--- src/rtl/pmc_pkg.sv ---
// Shared types and constants for the pointer motion conditioner.
// Used by pmc_cfg_regs, pmc_ctrl, pmc_datapath and the top level; no dependencies.
package pmc_pkg;

  // Field and datapath widths
  localparam int unsigned DX_W      = 12;  // input motion count
  localparam int unsigned VAL_W     = 20;  // conditioned value (scaled or accelerated)
  localparam int unsigned SQ_W      = 24;  // square of a motion count
  localparam int unsigned MA_W      = 24;  // multiplier operand A
  localparam int unsigned MB_W      = 17;  // multiplier operand B
  localparam int unsigned PROD_W    = MA_W + MB_W;
  localparam int unsigned CHG_W     = 36;  // change fields, 12 fraction bits
  localparam int unsigned GAIN_W    = 16;
  localparam int unsigned MODE_W    = 4;
  localparam int unsigned CFG_IDX_W = 3;

  // Acceleration constants
  localparam int unsigned ACCEL_LIMIT     = 3000;
  localparam int unsigned ACCEL_THRESHOLD = 40;

  // Mode flag bit positions
  localparam int unsigned MODE_SMOOTH      = 0;
  localparam int unsigned MODE_ACCEL       = 1;
  localparam int unsigned MODE_LOOK_STRAFE = 2;
  localparam int unsigned MODE_FREE_LOOK   = 3;

  // Register reset values
  localparam logic [MODE_W-1:0] MODE_RST    = 4'd8;
  localparam logic [GAIN_W-1:0] SPEED_RST   = 16'd768;
  localparam logic [GAIN_W-1:0] SIDE_RST    = 16'd3277;
  localparam logic [GAIN_W-1:0] TURN_RST    = 16'd90;
  localparam logic [GAIN_W-1:0] TILT_RST    = 16'd90;
  localparam logic [GAIN_W-1:0] ADVANCE_RST = 16'd4096;

  // Configuration register indexes
  typedef enum logic [CFG_IDX_W-1:0] {
    CFG_MODE_FLAGS   = 3'd0,
    CFG_SPEED_SCALE  = 3'd1,
    CFG_SIDE_GAIN    = 3'd2,
    CFG_TURN_GAIN    = 3'd3,
    CFG_TILT_GAIN    = 3'd4,
    CFG_ADVANCE_GAIN = 3'd5
  } cfg_idx_e;

  typedef struct packed {
    logic [MODE_W-1:0] mode;
    logic [GAIN_W-1:0] speed_scale;
    logic [GAIN_W-1:0] side_gain;
    logic [GAIN_W-1:0] turn_gain;
    logic [GAIN_W-1:0] tilt_gain;
    logic [GAIN_W-1:0] advance_gain;
  } cfg_t;

  // Datapath operations issued by the controller
  typedef enum logic [3:0] {
    OP_IDLE,
    OP_LOAD,
    OP_SCALE_X,
    OP_SCALE_Y,
    OP_SQ_X,
    OP_CUBE_X,
    OP_SQ_Y,
    OP_CUBE_Y,
    OP_GAIN_H,
    OP_GAIN_V,
    OP_ZERO
  } op_e;

  typedef struct packed {
    op_e op;
  } cmd_t;

  typedef struct packed {
    logic nonzero;   // some conditioned axis is non-zero
    logic accel_en;  // acceleration mode selected
    logic over_thr;  // some axis magnitude above the threshold
  } status_t;

endpackage

--- src/rtl/pmc_cfg_regs.sv ---
// Configuration register file of the pointer motion conditioner.
// Depends on pmc_pkg for register indexes, widths and reset values.
module pmc_cfg_regs (
  input  logic                           clk_i,
  input  logic                           rst_ni,
  input  logic                           cfg_valid_i,
  output logic                           cfg_ready_o,
  input  logic [pmc_pkg::CFG_IDX_W-1:0]  cfg_index_i,
  input  logic [pmc_pkg::GAIN_W-1:0]     cfg_data_i,
  output pmc_pkg::cfg_t                  cfg_o
);
  import pmc_pkg::*;

  cfg_t cfg_q;

  // Always take writes; indexes beyond the list are dropped
  assign cfg_ready_o = 1'b1;
  assign cfg_o       = cfg_q;

  always_ff @(posedge clk_i or negedge rst_ni) begin
    if (!rst_ni) begin
      cfg_q.mode         <= MODE_RST;
      cfg_q.speed_scale  <= SPEED_RST;
      cfg_q.side_gain    <= SIDE_RST;
      cfg_q.turn_gain    <= TURN_RST;
      cfg_q.tilt_gain    <= TILT_RST;
      cfg_q.advance_gain <= ADVANCE_RST;
    end else if (cfg_valid_i && cfg_ready_o) begin
      case (cfg_idx_e'(cfg_index_i))
        CFG_MODE_FLAGS:   cfg_q.mode         <= cfg_data_i[MODE_W-1:0];
        CFG_SPEED_SCALE:  cfg_q.speed_scale  <= cfg_data_i;
        CFG_SIDE_GAIN:    cfg_q.side_gain    <= cfg_data_i;
        CFG_TURN_GAIN:    cfg_q.turn_gain    <= cfg_data_i;
        CFG_TILT_GAIN:    cfg_q.tilt_gain    <= cfg_data_i;
        CFG_ADVANCE_GAIN: cfg_q.advance_gain <= cfg_data_i;
        default: ;
      endcase
    end
  end

endmodule

--- config.mk ---
export PLATFORM = sky130hd
export DESIGN_NAME = pmc_cfg_regs
export DESIGN_NICKNAME = d
export VERILOG_FILES = /design/src/rtl/pmc_pkg.sv /design/src/rtl/pmc_cfg_regs.sv
export SDC_FILE = /design/constraint.sdc
export NUM_CORES = 1
export LEC_CHECK = 0
export BUFFER_PORTS_ARGS = -buffer_cell sky130_fd_sc_hd__buf_2
export CAP_MARGIN = 10
export CORE_ASPECT_RATIO = 1.4
export CORE_MARGIN = 5
export CORE_UTILIZATION = 30
export DETAILED_ROUTE_END_ITERATION = 8
export REMOVE_ABC_BUFFERS = 1
export SLEW_MARGIN = 0
export SYNTH_ARGS = -nofsm -noshare
export SYNTH_HDL_FRONTEND = slang
export SYNTH_SLANG_ARGS = --single-unit
--- constraint.sdc ---
create_clock -name clk_i -period 1.3 [get_ports clk_i]
set_input_delay 0.13 -clock clk_i [delete_from_list [all_inputs] [get_ports clk_i]]
set_output_delay 0.13 -clock clk_i [all_outputs]
set_load 0.02 [all_outputs]
Yosys cells after proc, flatten, opt, wreduce, memory -nomap -nowiden
Cells that the tools add are included.

Logic and storage cells: 18. Flip-flop bits (word level): 84. Bits of input ports: 22. Output and inout bits: 85.

Equality and inequality tests: 5. Reductions and logical operators: 7.

Operators by type and width (count): $reduce_and 2->1 (6); $eq 3x2->1 const B (2); $eq 3x3->1 const B (2); $eq 3x1->1 const B (1); $logic_not 3->1 (1).

Depth between registers and ports, before layout
Depth after elaboration: 2. Depth in mapped cells: 4. Gate-level depth less buffers: 2.

Least setup slack after synthesis
Ideal clock, no wire load.

Path kind: in2reg. Start point: input port cfg_index_i[2] (netlist name). End point: register cfg_q (netlist bit cfg_o[53]). Required time: 1175 ps. Library setup time: 125 ps. Stages on the path: 4. Buffers on the path: 2. Data arrival time: 1025 ps. Setup slack: 150 ps. Cell sequence: and4bb_2 -> buf_2 -> buf_6 -> mux2_2.

Word-level cells in the longest chain between the ends: 2.

RTL lines: start, declared (RTL line pmc_cfg_regs.sv:8) `input logic [pmc_pkg::CFG_IDX_W-1:0] cfg_index_i,`; $eq 3x2->1 (RTL line pmc_cfg_regs.sv:29) `case (cfg_idx_e'(cfg_index_i))`; $reduce_and 2->1 (no line); end, declared (RTL line pmc_cfg_regs.sv:14) `cfg_t cfg_q;`.

No other way between the ends. A chain may end at the register's enable or synchronous reset.

Final worst setup path
Start point: register cfg_q (netlist bit cfg_o[48]). End point: output port cfg_o[48] (netlist name).

RTL lines: end, declared (RTL line pmc_cfg_regs.sv:10) `output pmc_pkg::cfg_t cfg_o`.

No word-level cell between the ends.

==> run metrics <==
routability cong. slightly below 0.7; register area 0.00213 mm²; area of the multi-input gates ~0.0010 mm²; worst path arrival time approximately 1000 ps; number of flip-flops in the largest register 84; CTS sink count 84; ratio of cells with drive above 1 in the final layout between 70% and 80%; crit share post-route 89.1%; Cell Area, Placed about 0.004 mm²; Synth Instances around 180; Max Slew Vio Count 0; Yosys top cell area share between 50% and 60%; Max Freq 0.863 GHz; Critical Path Source Type flop; grt total ovfl 0; slowest stage delay, CP 530 ps; Fillers a little over 1,000; Yosys warning total 0; die area 0.0130 mm²; clock insertion delay at the later pin of the skew report 330 ps; initial drt markers 22; Sum Neg Setup Slack 0 ps; Hold Startpoint cfg_data_i[13]; max cap viols 0; met3 wire length 431 µm; critical path's top delay family flip-flops; # H-tree levels 3; largest net degree at the start of global routing 31; Post-DRT Antenna Nets 0; setup violators final 0; core area 0.0105 mm²; NumNets Final roughly 320; top layer in use met4; Max IR drop VDD 0.765 mV; Worst Hold Class primary input to flop; CTS max path bufs 2; CP Class flop to output pin; area leader, netlist dfrtp_1; crit path cell chain buf_2; CTS Root Buffer Type clkbuf_16; Pwr Total between 8000 and 9000 µW; reg2reg setup slack roughly 530 ps; vias in the first global route roughly 2,300; first drt pass iteration count 2; worst-path maximum fanout 2; P&R area growth vs syn 34.0%; WP data required approximately 1200 ps; slowest CP cell dfstp_2; final hold viol count 0; pwr dens roughly 1900 mW/mm²; # IOs 107; cell area after synthesis between 0.003 and 0.004 mm²; synth top area cells dfrtp_1, mux2_2, dfstp_2; drt total wl between 7 and 8 mm; gr usage total 12.9%; IO buf count roughly 110; initial core utilization a little under a third; average wire per standard cell 17.6 µm; ant diodes 0; Die Ht ~130 µm; CTS tree yes; P_leak between 0.002 and 0.0025 µW; DR vias/cell 4.56; Post-DP HPWL roughly 5.4 mm; skew final 0 ps; Cell variety after synth 11; R2R Path Start cfg_o[4]; M1 WL between 3 and 4 mm; Avg Inst Size Synth 17.5 µm²; buffers plus inverters on the worst setup path 1; first-pass GRT wire length 12.7 mm; Clock transition at path regs about 60 ps; post_cts resized 0; final instance area 0.00432 mm²; met2 WL 4.01 mm; CTS Buf Count 9; sequential-to-total area share from yosys stat roughly two thirds; RSZ-0062 raised after global routing no; antenna violations before repair 0; chip width roughly 98 µm; row count between 40 and 50; Synth Register Bits between 80 and 90; status finished, final reports clean; Final min period approximately 1200 ps; DRC Markers 0; via count slightly above 2,000; Worst setup EP type output pin; Worst setup startpoint cfg_o[48]
cells in the mapped netlist, drive strengths merged:
| library cell | n |
|---|---|
| nand4b | 2 |
| dfstp | 19 |
| conb | 1 |
| nor4b | 1 |
| mux2 | 84 |
| dfrtp | 65 |
| buf | 9 |
| and4bb | 3 |
where the power goes:
part	switching [µW]	total, µW	internal [µW]
Sequential	290	3580	3290
Combinational	1250	2130	878
Clock	1020	2560	1540
stage by stage:
step / hold WS (ps) / setup slack [ps] / instances / util, %
floorplan: -166 / 194 / 175 / -
CTS: 60.7 / 126 / 445 / 41.3
global placement: 46.7 / 65.7 / 428 / 38.3
global route: 68.2 / 98.7 / 445 / 41.3
detailed placement: 54.0 / 36.3 / 428 / 38.3
finish: 72.2 / 142 / 445 / 41.3
layout make-up:
cell class / count / area share, %
multi-input cells: 91 / 23.9
clock buffers: 10 / 5.53
well taps: 138 / 4.00
flip-flops and latches: 84 / 49.2
repair buffers: 116 / 15.9
clock inverters: 6 / 1.48
cell usage in the layout, fill, tap and decap left out:
cell type        n
and4bb_2         3
buf_12           6
buf_2          104
buf_4            5
bufinv_16        1
clkbuf_16        9
clkbuf_8         1
clkinv_2         2
clkinv_4         1
clkinvlp_4       2
conb_1           1
dfrtp_1         65
dfstp_2         19
dlygate4sd3_1    1
mux2_1           1
mux2_2          83
nand4b_2         2
nor4b_2          1
path summary, 6_finish.rpt:
kind                             end  cells after the start
min reg2reg                cfg_o[61]                      1
min in group asynchronous  cfg_o[47]                      2
min                        cfg_o[61]                      2
max                        cfg_o[48]                      1
max in group asynchronous  cfg_o[50]                      3
max reg2reg                 cfg_o[4]                      1
cell families after synthesis:
logic type | after synthesis | share of synthesized area, %
and+or+nand+nor | 6 | 2.56
muxes | 84 | 29.3
DFF | 84 | 65.9
buffers and inverters | 9 | 2.06
other | 1 | 0.116
layer usage:
metal | vias to the layer above | GRT usage, %
li1 | 891 | -
met1 | 1058 | 15.3
met2 | 64 | 21.2
met3 | 15 | 3.69
met4 | 0 | 6.47
met5 | - | 0
what timing repair did:
action                     in CTS  in global routing
hold buffers                    1                  0
hold endpoints to repair       35                  0
setup endpoints to repair       0                  0
buffers inserted                0                  0
No activity file was read; power rests on OpenSTA's default activity.
