==> src/rtl/pmc_pkg.sv <==
// Shared types and constants for the pointer motion conditioner.
// Used by pmc_cfg_regs, pmc_ctrl, pmc_datapath and the top level; no dependencies.
package pmc_pkg;

  // Field and datapath widths
  localparam int unsigned DX_W      = 12;  // input motion count
  localparam int unsigned VAL_W     = 20;  // conditioned value (scaled or accelerated)
  localparam int unsigned SQ_W      = 24;  // square of a motion count
  localparam int unsigned MA_W      = 24;  // multiplier operand A
  localparam int unsigned MB_W      = 17;  // multiplier operand B
  localparam int unsigned PROD_W    = MA_W + MB_W;
  localparam int unsigned CHG_W     = 36;  // change fields, 12 fraction bits
  localparam int unsigned GAIN_W    = 16;
  localparam int unsigned MODE_W    = 4;
  localparam int unsigned CFG_IDX_W = 3;

  // Acceleration constants
  localparam int unsigned ACCEL_LIMIT     = 3000;
  localparam int unsigned ACCEL_THRESHOLD = 40;

  // Mode flag bit positions
  localparam int unsigned MODE_SMOOTH      = 0;
  localparam int unsigned MODE_ACCEL       = 1;
  localparam int unsigned MODE_LOOK_STRAFE = 2;
  localparam int unsigned MODE_FREE_LOOK   = 3;

  // Register reset values
  localparam logic [MODE_W-1:0] MODE_RST    = 4'd8;
  localparam logic [GAIN_W-1:0] SPEED_RST   = 16'd768;
  localparam logic [GAIN_W-1:0] SIDE_RST    = 16'd3277;
  localparam logic [GAIN_W-1:0] TURN_RST    = 16'd90;
  localparam logic [GAIN_W-1:0] TILT_RST    = 16'd90;
  localparam logic [GAIN_W-1:0] ADVANCE_RST = 16'd4096;

  // Configuration register indexes
  typedef enum logic [CFG_IDX_W-1:0] {
    CFG_MODE_FLAGS   = 3'd0,
    CFG_SPEED_SCALE  = 3'd1,
    CFG_SIDE_GAIN    = 3'd2,
    CFG_TURN_GAIN    = 3'd3,
    CFG_TILT_GAIN    = 3'd4,
    CFG_ADVANCE_GAIN = 3'd5
  } cfg_idx_e;

  typedef struct packed {
    logic [MODE_W-1:0] mode;
    logic [GAIN_W-1:0] speed_scale;
    logic [GAIN_W-1:0] side_gain;
    logic [GAIN_W-1:0] turn_gain;
    logic [GAIN_W-1:0] tilt_gain;
    logic [GAIN_W-1:0] advance_gain;
  } cfg_t;

  // Datapath operations issued by the controller
  typedef enum logic [3:0] {
    OP_IDLE,
    OP_LOAD,
    OP_SCALE_X,
    OP_SCALE_Y,
    OP_SQ_X,
    OP_CUBE_X,
    OP_SQ_Y,
    OP_CUBE_Y,
    OP_GAIN_H,
    OP_GAIN_V,
    OP_ZERO
  } op_e;

  typedef struct packed {
    op_e op;
  } cmd_t;

  typedef struct packed {
    logic nonzero;   // some conditioned axis is non-zero
    logic accel_en;  // acceleration mode selected
    logic over_thr;  // some axis magnitude above the threshold
  } status_t;

endpackage

==> src/rtl/pmc_ctrl.sv <==
// Controller of the pointer motion conditioner: sequences the datapath steps
// for one sample and owns the input and output handshakes. Depends on pmc_pkg.
module pmc_ctrl (
  input  logic             clk_i,
  input  logic             rst_ni,
  input  logic             in_valid_i,
  output logic             in_stall_o,
  output logic             out_valid_o,
  input  logic             out_stall_i,
  input  pmc_pkg::status_t status_i,
  output pmc_pkg::cmd_t    cmd_o
);
  import pmc_pkg::*;

  typedef enum logic [3:0] {
    S_IDLE,
    S_DECIDE,
    S_SCALE_X,
    S_SCALE_Y,
    S_SQ_X,
    S_CUBE_X,
    S_SQ_Y,
    S_CUBE_Y,
    S_GAIN_H,
    S_GAIN_V,
    S_ZERO
  } state_e;

  state_e state_q, state_d;
  logic   out_valid_q, out_valid_d;
  logic   out_free;

  // Result register is free when empty or handed off at this edge
  assign out_free   = !out_valid_q || !out_stall_i;
  assign in_stall_o = (state_q != S_IDLE);

  always_comb begin
    state_d     = state_q;
    out_valid_d = out_valid_q && out_stall_i;
    cmd_o.op    = OP_IDLE;
    case (state_q)
      S_IDLE: begin
        if (in_valid_i) begin
          cmd_o.op = OP_LOAD;
          state_d  = S_DECIDE;
        end
      end
      S_DECIDE: begin
        if (!status_i.nonzero) begin
          state_d = S_ZERO;
        end else if (!status_i.accel_en) begin
          state_d = S_SCALE_X;
        end else if (status_i.over_thr) begin
          state_d = S_SQ_X;
        end else begin
          state_d = S_GAIN_H;
        end
      end
      S_SCALE_X: begin
        cmd_o.op = OP_SCALE_X;
        state_d  = S_SCALE_Y;
      end
      S_SCALE_Y: begin
        cmd_o.op = OP_SCALE_Y;
        state_d  = S_GAIN_H;
      end
      S_SQ_X: begin
        cmd_o.op = OP_SQ_X;
        state_d  = S_CUBE_X;
      end
      S_CUBE_X: begin
        cmd_o.op = OP_CUBE_X;
        state_d  = S_SQ_Y;
      end
      S_SQ_Y: begin
        cmd_o.op = OP_SQ_Y;
        state_d  = S_CUBE_Y;
      end
      S_CUBE_Y: begin
        cmd_o.op = OP_CUBE_Y;
        state_d  = S_GAIN_H;
      end
      S_GAIN_H: begin
        // Hold until the previous result has left
        if (out_free) begin
          cmd_o.op = OP_GAIN_H;
          state_d  = S_GAIN_V;
        end
      end
      S_GAIN_V: begin
        cmd_o.op    = OP_GAIN_V;
        out_valid_d = 1'b1;
        state_d     = S_IDLE;
      end
      S_ZERO: begin
        if (out_free) begin
          cmd_o.op    = OP_ZERO;
          out_valid_d = 1'b1;
          state_d     = S_IDLE;
        end
      end
      default: state_d = S_IDLE;
    endcase
  end

  always_ff @(posedge clk_i or negedge rst_ni) begin
    if (!rst_ni) begin
      state_q     <= S_IDLE;
      out_valid_q <= 1'b0;
    end else begin
      state_q     <= state_d;
      out_valid_q <= out_valid_d;
    end
  end

  assign out_valid_o = out_valid_q;

`ifndef NO_ASSERTIONS
  // A result is written only into a free result register
  a_write_free: assert property (@(posedge clk_i) disable iff (!rst_ni)
    (cmd_o.op == OP_GAIN_H || cmd_o.op == OP_ZERO) |-> out_free)
    else $error("result register overwritten while occupied");

  // An accepted sample is evaluated next
  a_accept_decide: assert property (@(posedge clk_i) disable iff (!rst_ni)
    (in_valid_i && !in_stall_o) |=> (state_q == S_DECIDE))
    else $error("accepted sample not evaluated");

  // Finishing the vertical gain presents a result
  a_gain_v_valid: assert property (@(posedge clk_i) disable iff (!rst_ni)
    (state_q == S_GAIN_V) |=> out_valid_q)
    else $error("result not presented after final step");

  // Zero motion skips all arithmetic
  a_zero_path: assert property (@(posedge clk_i) disable iff (!rst_ni)
    (state_q == S_DECIDE && !status_i.nonzero) |=> (state_q == S_ZERO))
    else $error("zero motion took an arithmetic path");
`endif

endmodule

==> config.mk <==
export PLATFORM = sky130hd
export DESIGN_NAME = pmc_ctrl
export DESIGN_NICKNAME = d
export VERILOG_FILES = /design/src/rtl/pmc_pkg.sv /design/src/rtl/pmc_ctrl.sv
export SDC_FILE = /design/constraint.sdc
export NUM_CORES = 1
export LEC_CHECK = 0
export BUFFER_PORTS_ARGS = -buffer_cell sky130_fd_sc_hd__buf_2
export CELL_PAD_IN_SITES_DETAIL_PLACEMENT = 2
export CELL_PAD_IN_SITES_GLOBAL_PLACEMENT = 2
export CORE_MARGIN = 1.5
export CORE_UTILIZATION = 26
export CTS_CLUSTER_SIZE = 24
export DETAILED_ROUTE_END_ITERATION = 16
export PLACE_DENSITY = 0.76
export RECOVER_POWER = 25
export SLEW_MARGIN = 5
export SYNTH_ARGS = -nofsm -noshare
export SYNTH_HDL_FRONTEND = slang
export SYNTH_SLANG_ARGS = --single-unit
==> constraint.sdc <==
create_clock -name clk_i -period 1.6 [get_ports clk_i]
set_input_delay 0.08 -clock clk_i [delete_from_list [all_inputs] [get_ports clk_i]]
set_output_delay 0.08 -clock clk_i [all_outputs]
set_load 0.01 [all_outputs]
==> After elaboration in Yosys (flattened, before gate mapping) <==
Cells that the tools add are included.
{ "op_classes": {"n_eq_ne": 13, "muxes": 13, "n_reduce_logical": 8} }
{ "ops": {"columns": ["cell", "count"], "rows": [
  ["$pmux 4 s10", 1],
  ["$pmux 4 s9", 1],
  ["$mux 4", 8],
  ["$eq 4x3->1 const B", 4],
  ["$eq 4x4->1 const B", 3],
  ["$eq 4x2->1 const B", 2],
  ["$ne 2x2->1 const B", 3],
  ["$eq 4x1->1 const B", 1],
  ["$logic_not 4->1", 1],
  ["$reduce_bool 4->1", 1],
  ["$reduce_and 3->1", 1],
  ["$logic_not 1->1", 2],
  ["$mux 1", 2],
  ["$pmux 1 s2", 1],
  ["$reduce_or 2->1", 1],
  ["$logic_and 1x1->1", 1],
  ["$logic_or 1x1->1", 1]
]} }
{ "totals": {"register_bits": 5, "out_inout_bits": 6, "word_cells": 36} }

==> Depth between registers and ports, before layout <==
{ "logic_depth": {"ltp_word": 4, "ltp_mapped": 4, "mapped_depth_nobuf": 3} }

==> Worst setup path before layout <==
OpenSTA, ideal clock, no wires.
{ "synth_timing": {"path_kind": "register to register", "startpoint": "reg out_valid_q (netlist: out_valid_o)", "endpoint": "reg state_q[3]", "setup_ns": 0.126, "t_arrival_ns": 0.924, "required_ns": 1.474, "path_slack_ns": 0.550, "stages_incl_launch_ff": 4, "path_buffers": 0, "cell_sequence": "dfrtp_1 -> nand2_1 -> nand2_1 -> a311o_1"} }
{ "synth_via": {"elab_chain_cells": 4, "elab_cells_between_ends": 5} }
{ "synth_lines": {"columns": ["item", "line", "text"], "rows": [
  ["from (decl)", "pmc_ctrl.sv:30", "logic out_valid_q, out_valid_d;"],
  ["from (signal assigned)", "pmc_ctrl.sv:112", "out_valid_q <= out_valid_d;"],
  ["$logic_not 1->1 (*)", "pmc_ctrl.sv:34", "assign out_free = !out_valid_q || !out_stall_i;"],
  ["$logic_or 1x1->1 (*)", "pmc_ctrl.sv:34", null],
  ["$ne 2x2->1 (no source line)", null, null],
  ["$reduce_and 3->1 (no source line) (*)", null, null],
  ["to (signal assigned)", "pmc_ctrl.sv:111", "state_q <= state_d;"],
  ["to (decl)", "pmc_ctrl.sv:29", "state_e state_q, state_d;"]
]} }
Every way passes the cells marked *; elsewhere a longest branch is shown, timed or not.
A chain may end at the register's enable or synchronous reset.

==> metrics <==
status complete, no violations; I/O pin total 13; RSZ-0062 raised after global routing false; TNS Setup 0 ns; syn_nets 49; CP Capture Type primary output; Hold Fails Final Rpt 0; pre-CTS setup slack between 0.3 and 0.4 ns; drt drc 0; placed cells 66; Port Buffers 12; Flop pwr share between 30% and 40%; vias 364; total congestion overflow 0; Die Span Y 39.9 microns; Post-synth EDFFs 0; CTS tree done; CP max FO 10; Sw Ratio a little under half; Initial Util between 20 and 30%; Worst R2R End state_q[3]; Lkg Pwr 0.197 nW; Sw Pwr between 0.3 and 0.4 mW; number of global-route vias before repair 357; Slew Limit Fails 0; drt total wl 978 microns; total power draw roughly 0.85 mW; core area 1280 sq um; relative slew slack 72.4%; ys async rst share 100%; DIE WIDTH ~40 microns; f_max 668 MHz; Post-CTS Setup Bufs 0; DP HPWL 728 microns; reg-to-reg startpoint state_q[0]; Synth area leaders dfrtp_1, nand2_1, nor2_1; first-pass GRT wire length 1.66 mm; clk buf depth 2; clock sink count 5; CTS Root Cell clkbuf_4; n_diodes 0; share of layout cells above drive strength 1 28.6%; Mapped Cells 42; minimum period implied by the final worst setup slack 1.50 ns; Placed Area 407 sq um; crit path max-delay cell type dfrtp_1; worst hold path class input pin to flip-flop; largest area contributor in the netlist dfrtp_1; max-cap viol count 0; fin util around a third; worst-case reg-to-reg path depth 2; Worst VDD drop 0.000687 V; gpl congestion 0.676; Worst Setup Path Type flip-flop to primary output; Slowest Stage Delay on Critical Path ~0.5 ns; Seq/Total Area, Yosys 35.3%; Via density 5.13; 1st-pass router iterations 4; power per cell area 1940 nW/um^2; most frequent cell after synthesis nand2_1; library cells used by synthesis 23; GRT Total Usage 17.1%; Top delay family on crit path flip-flops; Worst Max-Slew Pin Slew 0.414 ns; area share of the largest cell type after synthesis 35.3%; initial antenna violation count 0; Main synth FF type dfrtp_1; clock-pin slew on the worst setup and hold paths 0.05 ns; Mapped Avg Cell Area 8.43 sq um; Yosys reg bits 5; final worst slack 0.104 ns; flop-to-flop setup slack 0.40 ns; CTS H-tree lvls 1; Worst setup SP type flip-flop; synth cell count leaders nand2_1, dfrtp_1, nor2_1; Final nets 64; Worst Path Buf+Inv 1; area grow syn2layout 24.7%; Die Area around 1600 sq um; Worst Path Required about 1.5 ns; placement row count 13; largest net degree at the start of global routing 15; Hold Startpoint out_stall_i; Critical Path AT 1.42 ns; Hold WS 0.113 ns; Netlist Area Pre-Place 354 sq um; Initial DRC Count 4; combinational share of power 46.0%; Clk pwr share 18.0%; finished layout cell area 442 sq um; WHS Path Cells 3; Finished Layout Cells 71; Cell Chain, Critical Path nor2_1 > nand2_1 > a21boi_1 > buf_2; clk_lat worst skew 0.25 ns; # setup viols final 0; post-DR wirelength/cell around 14 microns; hold path endpoint state_q[1]; Pint 0.458 mW; post-route clock period utilization 93.5%; clock skew between 0.006 and 0.007 ns; synth warn 0; antenna viol nets, final 0; cts bufs inserted 3
worst register-to-register path: stages (launching register included):
cell and delay (ns):
dfrtp_1 0.55, nor2_1 0.17, a311o_1 0.35
cells in the final DEF (no fill, tap or decap), types with 2 or more instances in the layout:
cell type,n
dfrtp_1,5
o31ai_1,2
nand2b_1,2
nor2_1,5
clkbuf_4,3
clkbuf_1,2
nor3b_1,2
nand2_1,6
buf_2,11
o21ai_1,2
a211oi_1,2
routing by layer:
metal / wire length, microns / global-route usage [%] / vias to the layer above / share of wire [%]
met1: 451 / 19.0 / 168 / 46
met2: 430 / 24.6 / 13 / 44
met5: 0 / 0 / - / 0
met4: 46 / 15.5 / 0 / 4.7
met3: 48 / 6.82 / 5 / 4.9
li1: - / - / 178 / -
how the worst max path moves through the flow:
stage,to,depth (start not counted),start,slack [ns]
2_1_floorplan,state_q[3],3,out_valid_o,0.55
3_3_place_gp,cmd_o[1],4,state_q[0],0.36
3_5_place_dp,cmd_o[1],4,state_q[0],0.36
4_1_cts,cmd_o[1],4,state_q[0],0.07
5_1_grt,cmd_o[1],4,state_q[0],0.003
6_report,cmd_o[1],4,state_q[0],0.10
cell families (layout without fill, tap and decap cells):
family / count (synthesis) / in the layout / share of synthesized area [%]
compound gates: 11 / 11 / 24.4
buf+inv: 4 / 18 / 8.48
xor+xnor: 1 / 1 / 2.47
simple gates: 21 / 21 / 29.3
flops: 5 / 5 / 35.3
final cells by class:
cell class,instances,area (sq um)
clock buffers,4,26.3
fillers,167,843
inverters,1,3.75
multi-input cells,33,199
flip-flops and latches,5,125
well taps,15,18.8
repair buffers,13,68.8
power by group through the flow:
stage / clock network, mW / logic (mW) / registers [mW]
2_1_floorplan: 0 / 0.386 / 0.219
3_3_place_gp: 0 / 0.391 / 0.311
3_5_place_dp: 0 / 0.404 / 0.312
4_1_cts: 0.163 / 0.406 / 0.310
5_1_grt: 0.174 / 0.447 / 0.326
6_report: 0.154 / 0.393 / 0.307
registers in the layout (all words and copies together), names as in the netlist:
name,count
state_q,4
out_valid_o,1
timing repair:
action,in CTS,in global routing
gates resized for setup,0,0
endpoints found under the hold margin,5,0
hold buffers,1,0
No activity file was read; power rests on OpenSTA's default activity.
